[src/hdl/qvr_pkg.sv]
// Shared types, widths and helpers for the quaternion vector rotation pipeline.
// No dependencies.
package qvr_pkg;

  localparam int SampleWidth = 16;
  localparam int ProdWidth   = 32;
  localparam int CoefWidth   = 34;
  localparam int TermWidth   = 50;
  localparam int SumWidth    = 52;
  localparam int FracBits    = 30;
  localparam int RotWidth    = 18;
  localparam int ShiftWidth  = SumWidth - FracBits;

  typedef logic signed [SampleWidth-1:0] sample_t;
  typedef logic signed [ProdWidth-1:0]   prod_t;
  typedef logic signed [CoefWidth-1:0]   coef_t;
  typedef logic signed [TermWidth-1:0]   term_t;
  typedef logic signed [SumWidth-1:0]    sum_t;
  typedef logic signed [ShiftWidth-1:0]  shifted_t;
  typedef logic signed [RotWidth-1:0]    rot_t;

  localparam sum_t RoundHalf = sum_t'(64'sd1 <<< (FracBits - 1));
  localparam rot_t RotMax    = {1'b0, {(RotWidth-1){1'b1}}};
  localparam rot_t RotMin    = {1'b1, {(RotWidth-1){1'b0}}};

  typedef struct packed {
    sample_t x;
    sample_t y;
    sample_t z;
  } vec_t;

  typedef struct packed {
    prod_t ww;
    prod_t xx;
    prod_t yy;
    prod_t zz;
    prod_t wx;
    prod_t wy;
    prod_t wz;
    prod_t xy;
    prod_t xz;
    prod_t yz;
  } prod_set_t;

  typedef struct packed {
    coef_t xx;
    coef_t xy;
    coef_t xz;
    coef_t yx;
    coef_t yy;
    coef_t yz;
    coef_t zx;
    coef_t zy;
    coef_t zz;
  } coef_set_t;

  typedef struct packed {
    term_t xa;
    term_t xb;
    term_t xc;
    term_t ya;
    term_t yb;
    term_t yc;
    term_t za;
    term_t zb;
    term_t zc;
  } term_set_t;

  function automatic rot_t saturate(input shifted_t val);
    rot_t res;
    if (val > shifted_t'(RotMax)) begin
      res = RotMax;
    end else if (val < shifted_t'(RotMin)) begin
      res = RotMin;
    end else begin
      res = val[RotWidth-1:0];
    end
    return res;
  endfunction

endpackage

[src/hdl/qvr_coef.sv]
// Stage 2: fold the products into the nine rotation matrix coefficients.
// Depends on qvr_pkg.
module qvr_coef import qvr_pkg::*; (
  input  logic      clk,
  input  logic      rst,
  input  logic      en,
  input  logic      valid_in,
  input  prod_set_t prods,
  input  vec_t      vec_in,
  output logic      valid,
  output coef_set_t coefs,
  output vec_t      vec
);

  coef_t ww, xx, yy, zz, wx, wy, wz, xy, xz, yz;
  coef_set_t coefs_next;

  always_comb begin
    ww = coef_t'(prods.ww);
    xx = coef_t'(prods.xx);
    yy = coef_t'(prods.yy);
    zz = coef_t'(prods.zz);
    wx = coef_t'(prods.wx);
    wy = coef_t'(prods.wy);
    wz = coef_t'(prods.wz);
    xy = coef_t'(prods.xy);
    xz = coef_t'(prods.xz);
    yz = coef_t'(prods.yz);
    coefs_next.xx = ww + xx - yy - zz;
    coefs_next.xy = (xy - wz) <<< 1;
    coefs_next.xz = (wy + xz) <<< 1;
    coefs_next.yx = (xy + wz) <<< 1;
    coefs_next.yy = ww - xx + yy - zz;
    coefs_next.yz = (yz - wx) <<< 1;
    coefs_next.zx = (xz - wy) <<< 1;
    coefs_next.zy = (yz + wx) <<< 1;
    coefs_next.zz = ww - xx - yy + zz;
  end

  always_ff @(posedge clk) begin
    if (rst) begin
      valid <= 1'b0;
    end else if (en) begin
      valid <= valid_in;
    end
  end

  always_ff @(posedge clk) begin
    if (en) begin
      coefs <= coefs_next;
      vec   <= vec_in;
    end
  end

endmodule

[config.mk]
export PLATFORM = sky130hd
export DESIGN_NAME = qvr_coef
export DESIGN_NICKNAME = d
export VERILOG_FILES = /design/src/hdl/qvr_pkg.sv /design/src/hdl/qvr_coef.sv
export SDC_FILE = /design/constraint.sdc
export NUM_CORES = 1
export LEC_CHECK = 0
export BUFFER_PORTS_ARGS = -buffer_cell sky130_fd_sc_hd__buf_2
export CAP_MARGIN = 20
export CORE_AREA = 4 4 282 284
export DETAILED_ROUTE_END_ITERATION = 7
export DIE_AREA = 0 0 286 288
export GPL_ROUTABILITY_DRIVEN = 0
export SLEW_MARGIN = 20
export SYNTH_ARGS = -nofsm -noshare
export SYNTH_HDL_FRONTEND = slang
export SYNTH_SLANG_ARGS = --single-unit
[constraint.sdc]
create_clock -name clk -period 6 [get_ports clk]
set_input_delay 0.3 -clock clk [delete_from_list [all_inputs] [get_ports clk]]
set_output_delay 0.3 -clock clk [all_outputs]
set_load 0.03 [all_outputs]
Word-level counts from Yosys, hierarchy flattened
Cells that the tools add are included.

Output and inout bits: 355. Logic and storage cells: 27. Bits in latches: 0. RAM bits: 0. Memory bits (read-only): 0. Input port bits: 372. Register bits: 349. Memories: 0.

Multiply operators: 0. Reductions and logical operators: 0. Muxes and demuxes: 0. Shift operators: 0. Div/mod/pow operators: 0. Equal/unequal tests: 0. Magnitude comparators: 0. Bitwise operators: 0. Add/subtract/negate cells: 14.

Operator list (number): adder 32 x 32 -> 33 bit (4); subtractor 32 x 32 -> 33 bit (4); subtractor 33 x 32 -> 34 bit (2); subtractor 34 x 32 -> 34 bit (2); adder 33 x 32 -> 34 bit (1); adder 34 x 32 -> 34 bit (1).

Logic depth before layout (Yosys ltp)
Depth in word-level cells: 3. Gate-level depth with buffers: 24. Gate-level depth less buffers: 24.

Least setup slack after synthesis
No wires, ideal clock.

Path type: input to register. Start: input prods[257] (netlist name). End: register coefs[30] (netlist name) (data pin). Setup time: 266 ps. Path buffers: 0. Slack: 1089 ps. Stages: 24. Data required time: 5734 ps. Arrival: 4645 ps. Path through: inv_1 ha_1 nor2b_1 o21ai_0 a21boi_0 o21ai_0 nand2_1 a21oi_1 o31ai_1 a21o_1 a21oi_1 xnor2_1 fa_1 ha_1 a21o_1 and2_1 a2111oi_0 nor2_1 nand3_1 a21oi_1 o21ai_0 a21oi_1 o41ai_1 xnor2_1.

RTL lines: start, declared (RTL line qvr_coef.sv:8) `input prod_set_t prods,`; end signal, assigned (RTL line qvr_coef.sv:50) `coefs <= coefs_next;`; end, declared (RTL line qvr_coef.sv:11) `output coef_set_t coefs,`.

==> reports/qor.tcl <==
set qor(finish.net_count) 4574
set qor(ctsRootBufferMaster) {sky130_fd_sc_hd__clkbuf_16}
set qor(dr.pass1.iters) 5
set qor(initial_utilization) 0.388
set qor(setup_viol) 0
set qor(dpl.cell_count) 4679
set qor(mappedNetlistArea_mm2) 0.0299
set qor(die_h_um) 288
set qor(gr-usage-all-layers) 0.219
set qor(endpoints_failing_hold) 0
set qor(io-pin-count) 727
set qor(yosys.cell_types.count) 89
set qor(cp_slowest_stage_delay_ns) 0.50
set qor(number_of_buffers_created_by_cts) 46
set qor(drt-initial-drc-count) 1637
set qor(fp.dieArea_mm2) 0.0824
set qor(min_period_over_period) 0.915
set qor(power-per-cell-area_mw_per_mm2) 360
set qor(r2r_setup_slack_ns) 4.82
set qor(worst_hold_slack_ns) 0.0614
set qor(clock-sinks) 346
set qor(grt_start_max_net_pins) 114
set qor(required_ns) 6.34
set qor(routed_wl_um) 95100
set qor(layout-area-overhead-vs-synth_pct) 23.0
set qor(synth_top_cell_by_area) {sky130_fd_sc_hd__edfxtp_1}
set qor(ys_warn_count) 0
set qor(number_of_vias_in_the_routed_layout) 25100
set qor(timing.clock.skew_ns) 0
set qor(synth.top_cells.by_count) {345 x sky130_fd_sc_hd__edfxtp_1, 327 x sky130_fd_sc_hd__ha_1, 326 x sky130_fd_sc_hd__inv_1}
set qor(netlist_top_cells_area) {sky130_fd_sc_hd__edfxtp_1 35%, sky130_fd_sc_hd__ha_1 14%, sky130_fd_sc_hd__fa_1 9.2%}
set qor(placementRows) 102
set qor(worstSetupStartpointType) {primary input}
set qor(cpLargestDelayFamily) {compound AO/OA/AOI/OAI gates}
set qor(final_area_mm2) 0.0368
set qor(crit_type) {in2reg}
set qor(routedWlPerCell_um) 19.6
set qor(antenna_violating_nets_post_route) 0
set qor(critical_path.n_buffers_inverters) 2
set qor(postSynthAreaPerCell_um2) 9.99
set qor(power.ir.vdd_worst_mv) 0.293
set qor(synthesis.instances) 2996
set qor(timing.critical_path.arrival_ns) 5.83
set qor(first_pass_grt_wire_length_um) 141000
set qor(synth_top_cell_area_share) 0.346
set qor(slowest_cell_on_the_critical_path) {sky130_fd_sc_hd__fa_1}
set qor(holdCritPathClass) {in2reg}
set qor(vias_per_cell) 5.19
set qor(maxClockFrequency_ghz) 0.182
set qor(die_width_um) 286
set qor(grt_antenna_before_repair) 33
set qor(unrepaired_setup_endpoints_after_global_routing) {no}
set qor(globalRouteOverflowTotal) 0
set qor(clkTransAtPathRegs_ns) 0.06
set qor(vias_in_the_first_global_route) 24900
set qor(synth.ff_latch_count) 346
set qor(worst_skew_pair.late_latency_ns) 0.59
set qor(post_place_instance_area_mm2) 0.0346
set qor(ys_async_sr_fraction) 0
set qor(hpwl_um) 78400
set qor(port_buffers) 720
set qor(critPathCaptureType) {flip-flop}
set qor(worst_rel_slew_slack) 0.442
set qor(core_area_mm2) 0.0771
set qor(yosys.cell_count.top_type) {sky130_fd_sc_hd__edfxtp_1}
set qor(cap_violations) 0
set qor(leakagePower_uw) 0.0167
set qor(post_layout_nonfiller_instances) 4841
set qor(timing_worst_slew_pin_value_ns) 0.830
set qor(clockBufferDepth) 3
set qor(crit_path_most_repeated_cell) {sky130_fd_sc_hd__a21oi_1}
set qor(final.setup.worst_slack_ns) 0.508
set qor(final_period_minus_worst_setup_slack_ns) 5.49
set qor(htreeDepth) 2
set qor(post-route-drc-count) 0
set qor(yosysSeqAreaShare) 0.347
set qor(postSynth.topFlopCell) {sky130_fd_sc_hd__edfxtp_1}
set qor(post_route_cells_drive_above_1_share) 0.223
set qor(place_worst_setup_slack_ns) 0.0166
set qor(maximum_net_fanout_on_the_critical_path) 5
set qor(cts_tree) {built}
set qor(maxSlewViolCount) 0
set qor(setup_tns_ns) 0
set qor(synth_enable_flop_cells) 345
set qor(run_status) {finished, final reports clean}
-- per-layer routing --
metal | track usage | wire length [um] | up-vias
met4 | 0.111 | 4910 | 16
met5 | 0 | 114 | -
li1 | - | - | 12200
met2 | 0.376 | 46100 | 887
met3 | 0.0602 | 7380 | 213
met1 | 0.253 | 36500 | 11800
-- layout by cell type (no fill, tap or decap), types with 26 or more instances in the layout --
cell	count
sky130_fd_sc_hd__nor2_1	208
sky130_fd_sc_hd__clkbuf_16	47
sky130_fd_sc_hd__ha_1	327
sky130_fd_sc_hd__fa_1	138
sky130_fd_sc_hd__a31oi_1	33
sky130_fd_sc_hd__diode_2	26
sky130_fd_sc_hd__nor2b_1	40
sky130_fd_sc_hd__xnor2_1	220
sky130_fd_sc_hd__nand2b_1	39
sky130_fd_sc_hd__o21ai_0	122
sky130_fd_sc_hd__nand2_1	109
sky130_fd_sc_hd__xor2_1	72
sky130_fd_sc_hd__nand3_1	54
sky130_fd_sc_hd__o21bai_1	61
sky130_fd_sc_hd__a21oi_1	290
sky130_fd_sc_hd__o21a_1	32
sky130_fd_sc_hd__a21o_1	119
sky130_fd_sc_hd__nor3_1	52
sky130_fd_sc_hd__inv_1	326
sky130_fd_sc_hd__buf_2	719
sky130_fd_sc_hd__edfxtp_1	345
sky130_fd_sc_hd__dlygate4sd3_1	50
-- cell type report --
type,instances,area [um^2]
antenna,26,65.1
clock buffer,54,1210
clock inverter,32,440
fill,7465,40300
inverter,331,1240
multi-input combinational,2229,17900
sequential,346,10400
tap,1040,1300
timing repair buffer,783,4240
-- through the flow --
stage	power [uW]	utilization
after detailed placement	10200	0.449
after CTS	13300	0.477
final	13200	0.478
after global routing	14000	0.477
after global placement	10200	0.449
after floorplan	8270	-
-- kinds of logic (layout without fill, tap and decap cells) --
group	Yosys count	after routing	share of synthesized area
xor gates and xnor gates	292	292	0.0854
adders and majority gates	465	465	0.229
and+or+nand+nor	615	615	0.0996
DFF	346	346	0.347
other	1	32	0.000125
AOI/OAI and AO/OA	850	850	0.184
muxes	1	1	0.000334
buffers and inverters	426	1200	0.0549
-- timing repair --
item                                   CTS  global route
hold buffers                            50             0
setup buffers                            0             0
endpoints found under the hold margin   49             0
resized for setup                        0             0
-- power by group --
group / internal, uW / total, uW / leakage, uW / switching (uW)
sequential: 3550 / 3760 / 0.00338 / 207
combinational: 2290 / 6470 / 0.0125 / 4170
clock: 1850 / 3020 / 0.000803 / 1160
-- state kept, by name (all words and copies together), names as in the netlist --
register,flops
valid,1
coefs,297
vec,48
-- path summary, 6_finish.rpt --
kind	from	end	depth (start not counted)
setup / recovery	prods[257]	coefs[166]$_DFFE_PP_	25
hold / removal	prods[224]	coefs[136]$_DFFE_PP_	2
setup reg to reg	valid$_SDFFE_PP0P_	valid$_SDFFE_PP0P_	3
hold reg to reg	valid$_SDFFE_PP0P_	valid$_SDFFE_PP0P_	3
Note: power is estimated with default switching activity, not from simulation.
