[config.mk]
export PLATFORM = sky130hd
export DESIGN_NAME = qvr_round
export DESIGN_NICKNAME = d
export VERILOG_FILES = /design/src/hdl/qvr_pkg.sv /design/src/hdl/qvr_round.sv
export SDC_FILE = /design/constraint.sdc
export NUM_CORES = 1
export LEC_CHECK = 0
export ABC_AREA = 1
export ABC_CLOCK_PERIOD_IN_PS = 3900
export BUFFER_PORTS_ARGS = -buffer_cell sky130_fd_sc_hd__clkbuf_2
export CAP_MARGIN = 20
export CORE_ASPECT_RATIO = 1.1
export CORE_MARGIN = 5
export CORE_UTILIZATION = 57
export DETAILED_ROUTE_END_ITERATION = 10
export GPL_TIMING_DRIVEN = 0
export HOLD_SLACK_MARGIN = 0.06
export PLACE_DENSITY = 0.82
export SETUP_SLACK_MARGIN = 0.4
export SLEW_MARGIN = 15
export SYNTH_ARGS = -nofsm -noshare
export SYNTH_HDL_FRONTEND = slang
export SYNTH_SLANG_ARGS = --single-unit
[constraint.sdc]
create_clock -name clk -period 3.9 [get_ports clk]
set_input_delay 0.78 -clock clk [delete_from_list [all_inputs] [get_ports clk]]
set_output_delay 0.78 -clock clk [all_outputs]
set_load 0.02 [all_outputs]
[src/hdl/qvr_pkg.sv]
// Shared types, widths and helpers for the quaternion vector rotation pipeline.
// No dependencies.
package qvr_pkg;

  localparam int SampleWidth = 16;
  localparam int ProdWidth   = 32;
  localparam int CoefWidth   = 34;
  localparam int TermWidth   = 50;
  localparam int SumWidth    = 52;
  localparam int FracBits    = 30;
  localparam int RotWidth    = 18;
  localparam int ShiftWidth  = SumWidth - FracBits;

  typedef logic signed [SampleWidth-1:0] sample_t;
  typedef logic signed [ProdWidth-1:0]   prod_t;
  typedef logic signed [CoefWidth-1:0]   coef_t;
  typedef logic signed [TermWidth-1:0]   term_t;
  typedef logic signed [SumWidth-1:0]    sum_t;
  typedef logic signed [ShiftWidth-1:0]  shifted_t;
  typedef logic signed [RotWidth-1:0]    rot_t;

  localparam sum_t RoundHalf = sum_t'(64'sd1 <<< (FracBits - 1));
  localparam rot_t RotMax    = {1'b0, {(RotWidth-1){1'b1}}};
  localparam rot_t RotMin    = {1'b1, {(RotWidth-1){1'b0}}};

  typedef struct packed {
    sample_t x;
    sample_t y;
    sample_t z;
  } vec_t;

  typedef struct packed {
    prod_t ww;
    prod_t xx;
    prod_t yy;
    prod_t zz;
    prod_t wx;
    prod_t wy;
    prod_t wz;
    prod_t xy;
    prod_t xz;
    prod_t yz;
  } prod_set_t;

  typedef struct packed {
    coef_t xx;
    coef_t xy;
    coef_t xz;
    coef_t yx;
    coef_t yy;
    coef_t yz;
    coef_t zx;
    coef_t zy;
    coef_t zz;
  } coef_set_t;

  typedef struct packed {
    term_t xa;
    term_t xb;
    term_t xc;
    term_t ya;
    term_t yb;
    term_t yc;
    term_t za;
    term_t zb;
    term_t zc;
  } term_set_t;

  function automatic rot_t saturate(input shifted_t val);
    rot_t res;
    if (val > shifted_t'(RotMax)) begin
      res = RotMax;
    end else if (val < shifted_t'(RotMin)) begin
      res = RotMin;
    end else begin
      res = val[RotWidth-1:0];
    end
    return res;
  endfunction

endpackage

[src/hdl/qvr_round.sv]
// Stages 4 and 5: sum with rounding offset, then shift and saturate to 18 bits.
// Depends on qvr_pkg.
module qvr_round import qvr_pkg::*; (
  input  logic      clk,
  input  logic      rst,
  input  logic      en,
  input  logic      valid_in,
  input  term_set_t terms,
  output logic      valid,
  output rot_t      rot_x,
  output rot_t      rot_y,
  output rot_t      rot_z
);

  logic sum_valid;
  sum_t sum_x, sum_y, sum_z;

  always_ff @(posedge clk) begin
    if (rst) begin
      sum_valid <= 1'b0;
      valid     <= 1'b0;
    end else if (en) begin
      sum_valid <= valid_in;
      valid     <= sum_valid;
    end
  end

  always_ff @(posedge clk) begin
    if (en) begin
      sum_x <= sum_t'(terms.xa) + sum_t'(terms.xb) + sum_t'(terms.xc) + RoundHalf;
      sum_y <= sum_t'(terms.ya) + sum_t'(terms.yb) + sum_t'(terms.yc) + RoundHalf;
      sum_z <= sum_t'(terms.za) + sum_t'(terms.zb) + sum_t'(terms.zc) + RoundHalf;
      rot_x <= saturate(sum_x[SumWidth-1:FracBits]);
      rot_y <= saturate(sum_y[SumWidth-1:FracBits]);
      rot_z <= saturate(sum_z[SumWidth-1:FracBits]);
    end
  end

endmodule

=== Word-level counts from Yosys, hierarchy flattened ===
Index checks and enable logic that the tools add are counted.

* Multiplexer cells: 3
* $add $sub $neg: 9
* $lt $le $gt $ge: 6

{| class="wikitable"
|+ Operator list
! kind !! number
|-
| $add A51 B50 Y52 || 3
|-
| $add A52 B31 Y52 const B || 3
|-
| $add A50 B50 Y51 || 3
|-
| $gt A22 B18 Y1 const B || 3
|-
| $lt A22 B18 Y1 const B || 3
|-
| $mux W18 || 3
|}

* Word-level logic and storage cells: 26
* Register bits: 212

=== Longest topological paths before layout ===
Gate-level depths: netlist of the first run.

* Depth after elaboration: 3
* Mapped depth: 18
* Depth with buffers taken out: 18

=== Worst setup path before layout of the first run ===
Ideal clock, no wire load.

* Kind: input port to flip-flop
* Start: input port terms[331] (netlist bit)
* End: register sum_x[41], data pin
* Stages: 13
* Data arrival time: 2.874 ns
* Data required time: 3.647 ns
* Path slack: 0.773 ns
* Path through: inv_1 fa_1 inv_1 ha_1 ha_1 nand2_1 o21ai_0 a21oi_1 nor2_1 nor2_1 nand3_1 nand2_1 nand2_1

* Word-level cells in the longest chain between the ends: 2

{| class="wikitable"
|+ Ends and longest elaborated chain
! what !! RTL line !! RTL
|-
| from (decl) || qvr_round.sv:8 || <nowiki>input term_set_t terms,</nowiki>
|-
| $add A51 B50 Y52 || qvr_round.sv:30 || <nowiki>sum_x <= sum_t'(terms.xa) + sum_t'(terms.xb) + sum_t'(terms.xc) + RoundHalf;</nowiki>
|-
| $add A52 B31 Y52 || qvr_round.sv:30 ||
|-
| to (signal assigned) || qvr_round.sv:30 ||
|-
| to (decl) || qvr_round.sv:16 || <nowiki>sum_t sum_x, sum_y, sum_z;</nowiki>
|}

No other way between the ends.
A chain may end at the register's enable or synchronous reset.

=== Worst setup path after layout of the first run ===
* Start: input port terms[193] (netlist bit)
* End: register sum_y[44], data pin

* Word-level cells in the longest chain between the ends: 2

{| class="wikitable"
|+ Ends and longest elaborated chain
! what !! RTL line !! RTL
|-
| $add A51 B50 Y52 || qvr_round.sv:31 || <nowiki>sum_y <= sum_t'(terms.ya) + sum_t'(terms.yb) + sum_t'(terms.yc) + RoundHalf;</nowiki>
|-
| $add A52 B31 Y52 || qvr_round.sv:31 ||
|-
| to (signal assigned) || qvr_round.sv:31 ||
|-
| to (decl) || qvr_round.sv:16 ||
|}

No other way between the ends.

==> impl_results.md, run 1 <==
* Status: complete, no violations
* Top cells by instance count after synthesis: inv_1, nand2_1, ha_1
* Site Rows at between 70 and 80
* Final Non-Filler Cells at between 4000 and 5000
* Yosys synthesis warning count at 0
* Post-Synth XOR/XNOR Area at 0.3673%
* Synth Flop Type: edfxtp_1
* Pin count of the biggest net entering global routing at 110
* Post-CTS Setup Bufs at 0
* Final core occ at 67.85%
* Clk buf depth at 2
* Cells on Worst Hold Path at 2
* Post-Synth Adder-Cell Area at a little under a third
* Crit path from: terms[193]
* Hold Path Class: reg -> reg
* Starting density of the core at 57.66%
* #FFs+latches synth at 122
* Antenna Nets Post-Route at 0
* Worst-path clk slew at 60 ps
* Total power at 9.939 mW
* Synth Area in Simple Gates at about 23%
* RSZ-0062 raised after global routing: no
* Top cell type's share of synthesized area at 17.14%
* Post-synth EDFFs at 120
* Drt initial violations at 1437
* Share of cells above drive strength 1 at between 10% and 20%
* Synth area leaders: ha_1, edfxtp_1, inv_1
* CTS tree: done
* Layout fillers at 3361
* Fin crit period at 3348 ps
* Critical Path RT at around 4100 ps
* Setup TNS Final at 0 ps
* WP data arrival at 3520 ps
* Slew @ Worst Pin at around 900 ps
* Final max-slew violation count at 0
* Fmax at 298.7 MHz
* All-Layer GR Usage at 31.15%
* Peak VDD IR at 0.0003216 V
* PwrDens at 393.6 mW/mm2
* Total Wirelength at 65170 um
* CTS root buf: clkbuf_16
* DR vias/cell at 5.112
* Main combinational cell family by area after synthesis: adder cells
* Synthesized area per cell at around 6.8 um2
* Syn nets at around 4100
* Crit. End Element: flip-flop
* Area post-placement at 0.02466 mm2
* Num CTS Buffers at 17
* First-pass GRT wire length at 105100 um
* Area leader, netlist: ha_1
* Synth Instances at 3160
* H-Tree Depth at 4
* Antenna cells at 0
* Worst r2r path cells at 3
* CP Launch Type: input pin
* Initial antenna violation count at 1
* Hold endpoint: sum_valid
* Drt pass-1 iters at 6
* Die width at 195.0 um
* Netlist area before placement at 0.02146 mm2
* Post-CTS resize count at 0
* Crit-path max FO at 6
* Hold_sp: sum_valid
* Netlist cell types at 35
* Clock sinks at 122
* Tcrit/Tclk final at 85.85%
* Complex-gate fraction of the synthesized area at a little under an eighth
* Post-DP HPWL at just under 60000 um
* Fin nets at 4583
* Vias in the first global route at 21580
* Final hold vios at 0
* Reg-to-Reg End: rot_y[2]
* Hold-fix buffers at CTS at 0
* Core Box Area at between 0.03 and 0.04 mm2
* Total gr overflow at 0
* Inst Count DP at 4163
* Top-level port count at a little over 500
* Setup Skew at roughly 8.9 ps
* Setup slack, reg-to-reg at 1870 ps
* Remaining routing DRC violations at 0
* DR WL/cell at 15.54 um
* Post-synthesis mux area share at 0%
* CP Class: in -> reg
* Static Leak at 15.31 nW
* # Max-Cap Violations at 0
* Post-synthesis sequential area ratio at 16.98%
* Reg2Reg Launch Point: sum_y[50]
* Die height at 213.5 um
* Ys async rst share at 0%
* Clk_lat worst skew at about 420 ps
* PortBufs at a little over 500
* Die area at ~0.042 mm2
* Area Growth Syn to Fin at 17.67%
* Post-route design area at about 0.025 mm2
* Worst relative slew slack at between 30% and 40%
* Top-count cell post-synth: inv_1
* Final setup fails at 0
* RePlAce Congestion at 1.015
* DR vias at between 20000 and 25000
==> cell usage in the layout (no fill, tap or decap), drive strengths merged <==
master	instances
a41oi	3
buf	4
nand3	107
fa	147
o21a	6
clkinvlp	2
ha	294
a21boi	3
xnor2	3
clkbuf	531
nand3b	5
nand4	56
a21oi	269
nor2	251
o21ai	129
o41ai	3
and2	2
a21o	26
nor4	12
inv	978
clkinv	3
nand2	667
xor2	6
dfxtp	2
bufinv	1
o21bai	26
nor3	45
edfxtp	120
==> power by group <==
part	internal, mW	switching (mW)	total (mW)
Clock	0.898	0.624	1.52
Combinational	2.13	4.18	6.31
Sequential	1.99	0.124	2.11
Total	5.01	4.93	9.94
==> logic make-up after synthesis <==
kind of cell,count (synthesis)
fa+ha+maj,441
flops,122
xor+xnor,9
buf+inv,978
simple gates,1145
compound gates,465
==> worst max-delay path, stage by stage <==
cell and delay (ps):
clkbuf_2 70, inv_1 60, fa_1 550, inv_1 50, ha_1 280, ha_1 430
nand2_1 140, inv_1 80, nand2_1 70, nor3_1 370, nand2_1 170, nor3_2 130
nand2_1 150, nand4_1 120, nand2_1 70
==> metal layers <==
metal  part of all wire (%)  wire length [um]  up-vias  global-route usage, %
met4                    3.3              2154        2                  9.319
met3                    5.9              3867      106                  3.457
li1                       -                 -    10830                      -
met1                     42             27130     9772                  39.20
met2                     49             32000      736                  56.81
met5                  0.028                18        -                      0
==> state kept, by name (all words and copies together), names as in the netlist <==
register and count:
rot_x 18, rot_y 18, sum_y 22, rot_z 18, sum_valid 1, valid 1
sum_z 22, sum_x 22
==> worst max path at each step <==
stage          slack, ps   endpoint  cells after the start
6_report             550  sum_y[44]                     15
4_1_cts              550  sum_z[30]                     12
3_3_place_gp         130  sum_z[30]                     12
5_1_grt              400  sum_z[50]                     16
2_1_floorplan        770  sum_x[41]                     13
3_5_place_dp         110  sum_z[30]                     12
==> metrics by stage <==
step / hold WS (ps) / setup slack, ps
finish: 472.5 / 552.0
global route: 488.5 / 402.1
CTS: 470.0 / 553.9
detailed placement: 459.8 / 112.2
global placement: 443.6 / 130.1
floorplan: 430.3 / 772.9
==> final cells by class <==
type | count | area, um2 | share of cell area [%]
Clock inverter | 15 | 150.1 | 0.5946
Sequential cell | 122 | 3643 | 14.43
Inverter | 969 | 3637 | 14.40
Tap cell | 494 | 618.1 | 2.448
Clock buffer | 17 | 425.4 | 1.685
Buffer | 9 | 37.54 | 0.1486
Multi-Input combinational cell | 2060 | 14160 | 56.08
Timing Repair Buffer | 509 | 2579 | 10.21
Power figures use the tool's default switching activity.
==> run 2, diff against run 1 <==
--- a/config.mk
+++ b/config.mk
@@ -9,9 +9,8 @@
 export ABC_CLOCK_PERIOD_IN_PS = 3900
 export BUFFER_PORTS_ARGS = -buffer_cell sky130_fd_sc_hd__clkbuf_2
 export CAP_MARGIN = 20
-export CORE_ASPECT_RATIO = 1.1
-export CORE_MARGIN = 5
 export CORE_UTILIZATION = 57
+export CTS_BUF_LIST = sky130_fd_sc_hd__clkbuf_4
 export DETAILED_ROUTE_END_ITERATION = 10
 export GPL_TIMING_DRIVEN = 0
 export HOLD_SLACK_MARGIN = 0.06
==> run 2 against run 1 <==
Against the previous run: die area is 7.7% lower; total power is 7.0% lower; wire length is 5.9% lower; clock-buffer cell count stayed put; critical endpoint unchanged.
==> impl_results.md, run 2 (synthesis gave the netlist of run 1 again) <==
* Most frequent cells in the layout: inv_1, nand2_1, clkbuf_2, ha_1, a21oi_1
* H-Tree Depth at 4
* CP Class: in -> reg
* Total Wirelength at 61300 um
* Clk_lat worst skew at 560 ps
* Crit-path cells: clkbuf_2 > inv_1 > fa_1 > inv_1 > ha_1 > ha_1 > nand2_1 > inv_1 > nand2_1 > nor3_1 > nand2_1 > nor3_2 > nand2_1 > nand4_1 > nand2_1
* Static Leak at 15.18 nW
* Die area at 0.03843 mm2
* Die width at 196.0 um
* DR WL/cell at 14.70 um
* Post-CTS resize count at 0
* Peak VDD IR at 0.0002378 V
* All-Layer GR Usage at 31.99%
* Regs by FF count: sum_x x22, sum_y x22, sum_z x22
* Total power at 9.240 mW
* CTS tree: done
* Final setup fails at 0
* Die height at 196.0 um
* Fin nets at 4583
* Crit-path max FO at 6
* WP data arrival at 3570 ps
* Fin crit period at 3235 ps
* Antenna Nets Post-Route at 0
* RePlAce Congestion at 1.070
* Post-CTS Setup Bufs at 0
* Share of cells above drive strength 1 at 16.67%
* Slew @ Worst Pin at 824.5 ps
* Critical Path RT at approximately 4200 ps
* Worst relative slew slack at between 40 and 50%
* DR vias at approximately 21000
* Initial antenna violation count at 1
* Post-DP HPWL at 55290 um
* Core Box Area at 0.03679 mm2
* Final max-slew violation count at 0
* Pin count of the biggest net entering global routing at slightly above 80
* Final hold vios at 0
* Vias in the first global route at 20510
* Setup TNS Final at 0 ps
* Most common cell after layout, fill and taps aside: inv_1
* Cell repeated most along the worst path: nand2_1
* Starting density of the core at 58.34%
* Crit-path max cell delay at 530 ps
* Hold Path Class: in -> reg
* Remaining routing DRC violations at 0
* First-pass GRT wire length at 97770 um
* RSZ-0062 raised after global routing: no
* Fmax at 309.2 MHz
* PortBufs at 508
* Final core occ at 67.71%
* Clock sinks at 122
* Total gr overflow at 0
* Site Rows at 70
* Worst-path cell with the longest stage delay: fa_1
* Crit. End Element: flip-flop
* Num CTS Buffers at 17
* CP Launch Type: input pin
* Setup slack, reg-to-reg at 1960 ps
* Hold-fix buffers at CTS at 0
* CTS root buf: clkbuf_4
* Top-level port count at around 510
* Tcrit/Tclk final at between 80% and 90%
* # Max-Cap Violations at 0
* Setup Skew at 29.56 ps
* Area Growth Syn to Fin at 16.07%
* PwrDens at roughly 370 mW/mm2
* Worst-path clk slew at 160 ps
* Drt initial violations at 1411
* Clk buf depth at 2
* DR vias/cell at 5.129
* Drt pass-1 iters at 5
* Status: complete, no violations
-- run 2: through the flow --
| step | worst slack (ps) | instances | instance area, um2 | hold slack, ps |
|---|---|---|---|---|
| 6_report | 665.4 | 4170 | 24910 | 359.0 |
| 5_1_grt | 498.9 | 4170 | 24910 | 333.6 |
| 4_1_cts | 717.3 | 4169 | 24910 | 341.9 |
| 3_5_place_dp | 101.5 | 4137 | 24620 | 454.7 |
| 3_3_place_gp | 111.4 | 4136 | 24590 | 441.7 |
| 2_1_floorplan | 772.9 | 3160 | 21460 | 430.3 |
-- run 2: path summary, 6_finish.rpt --
kind | endpoint | cells past startpoint | startpoint
worst max-delay path | sum_y[44] | 15 | terms[193]
worst min-delay path | sum_valid | 2 | rst
worst max register to register | rot_x[14] | 3 | sum_x[50]
worst min register to register | sum_valid | 2 | sum_valid
-- run 2: critical path, delay by kind of cell --
family,cells,cell delay (ps)
buf+inv,4,220
simple gates,8,1290
fa+ha+maj,3,1260
-- run 2: metal layers --
layer  share of wire (%)  global-route usage (%)  vias up
met2                  49                   58.02      731
met3                 5.4                   3.404      101
met1                  42                   39.67     9743
met5                   0                       0        -
li1                    -                       -    10820
met4                 2.9                   10.07        0
-- run 2: layout make-up --
class / instances / area [um2]
Clock inverter: 15 / 153.9
Timing Repair Buffer: 509 / 2579
Clock buffer: 17 / 127.6
Buffer: 9 / 37.54
Fill cell: 3386 / 11880
Inverter: 969 / 3637
Tap cell: 468 / 585.6
Multi-Input combinational cell: 2060 / 14140
Antenna cell: 1 / 2.502
Sequential cell: 122 / 3643
-- run 2: power by group --
part / internal, mW / switching [mW]
sequential: 1.98 / 0.122
clock: 0.288 / 0.611
combinational: 2.11 / 4.13
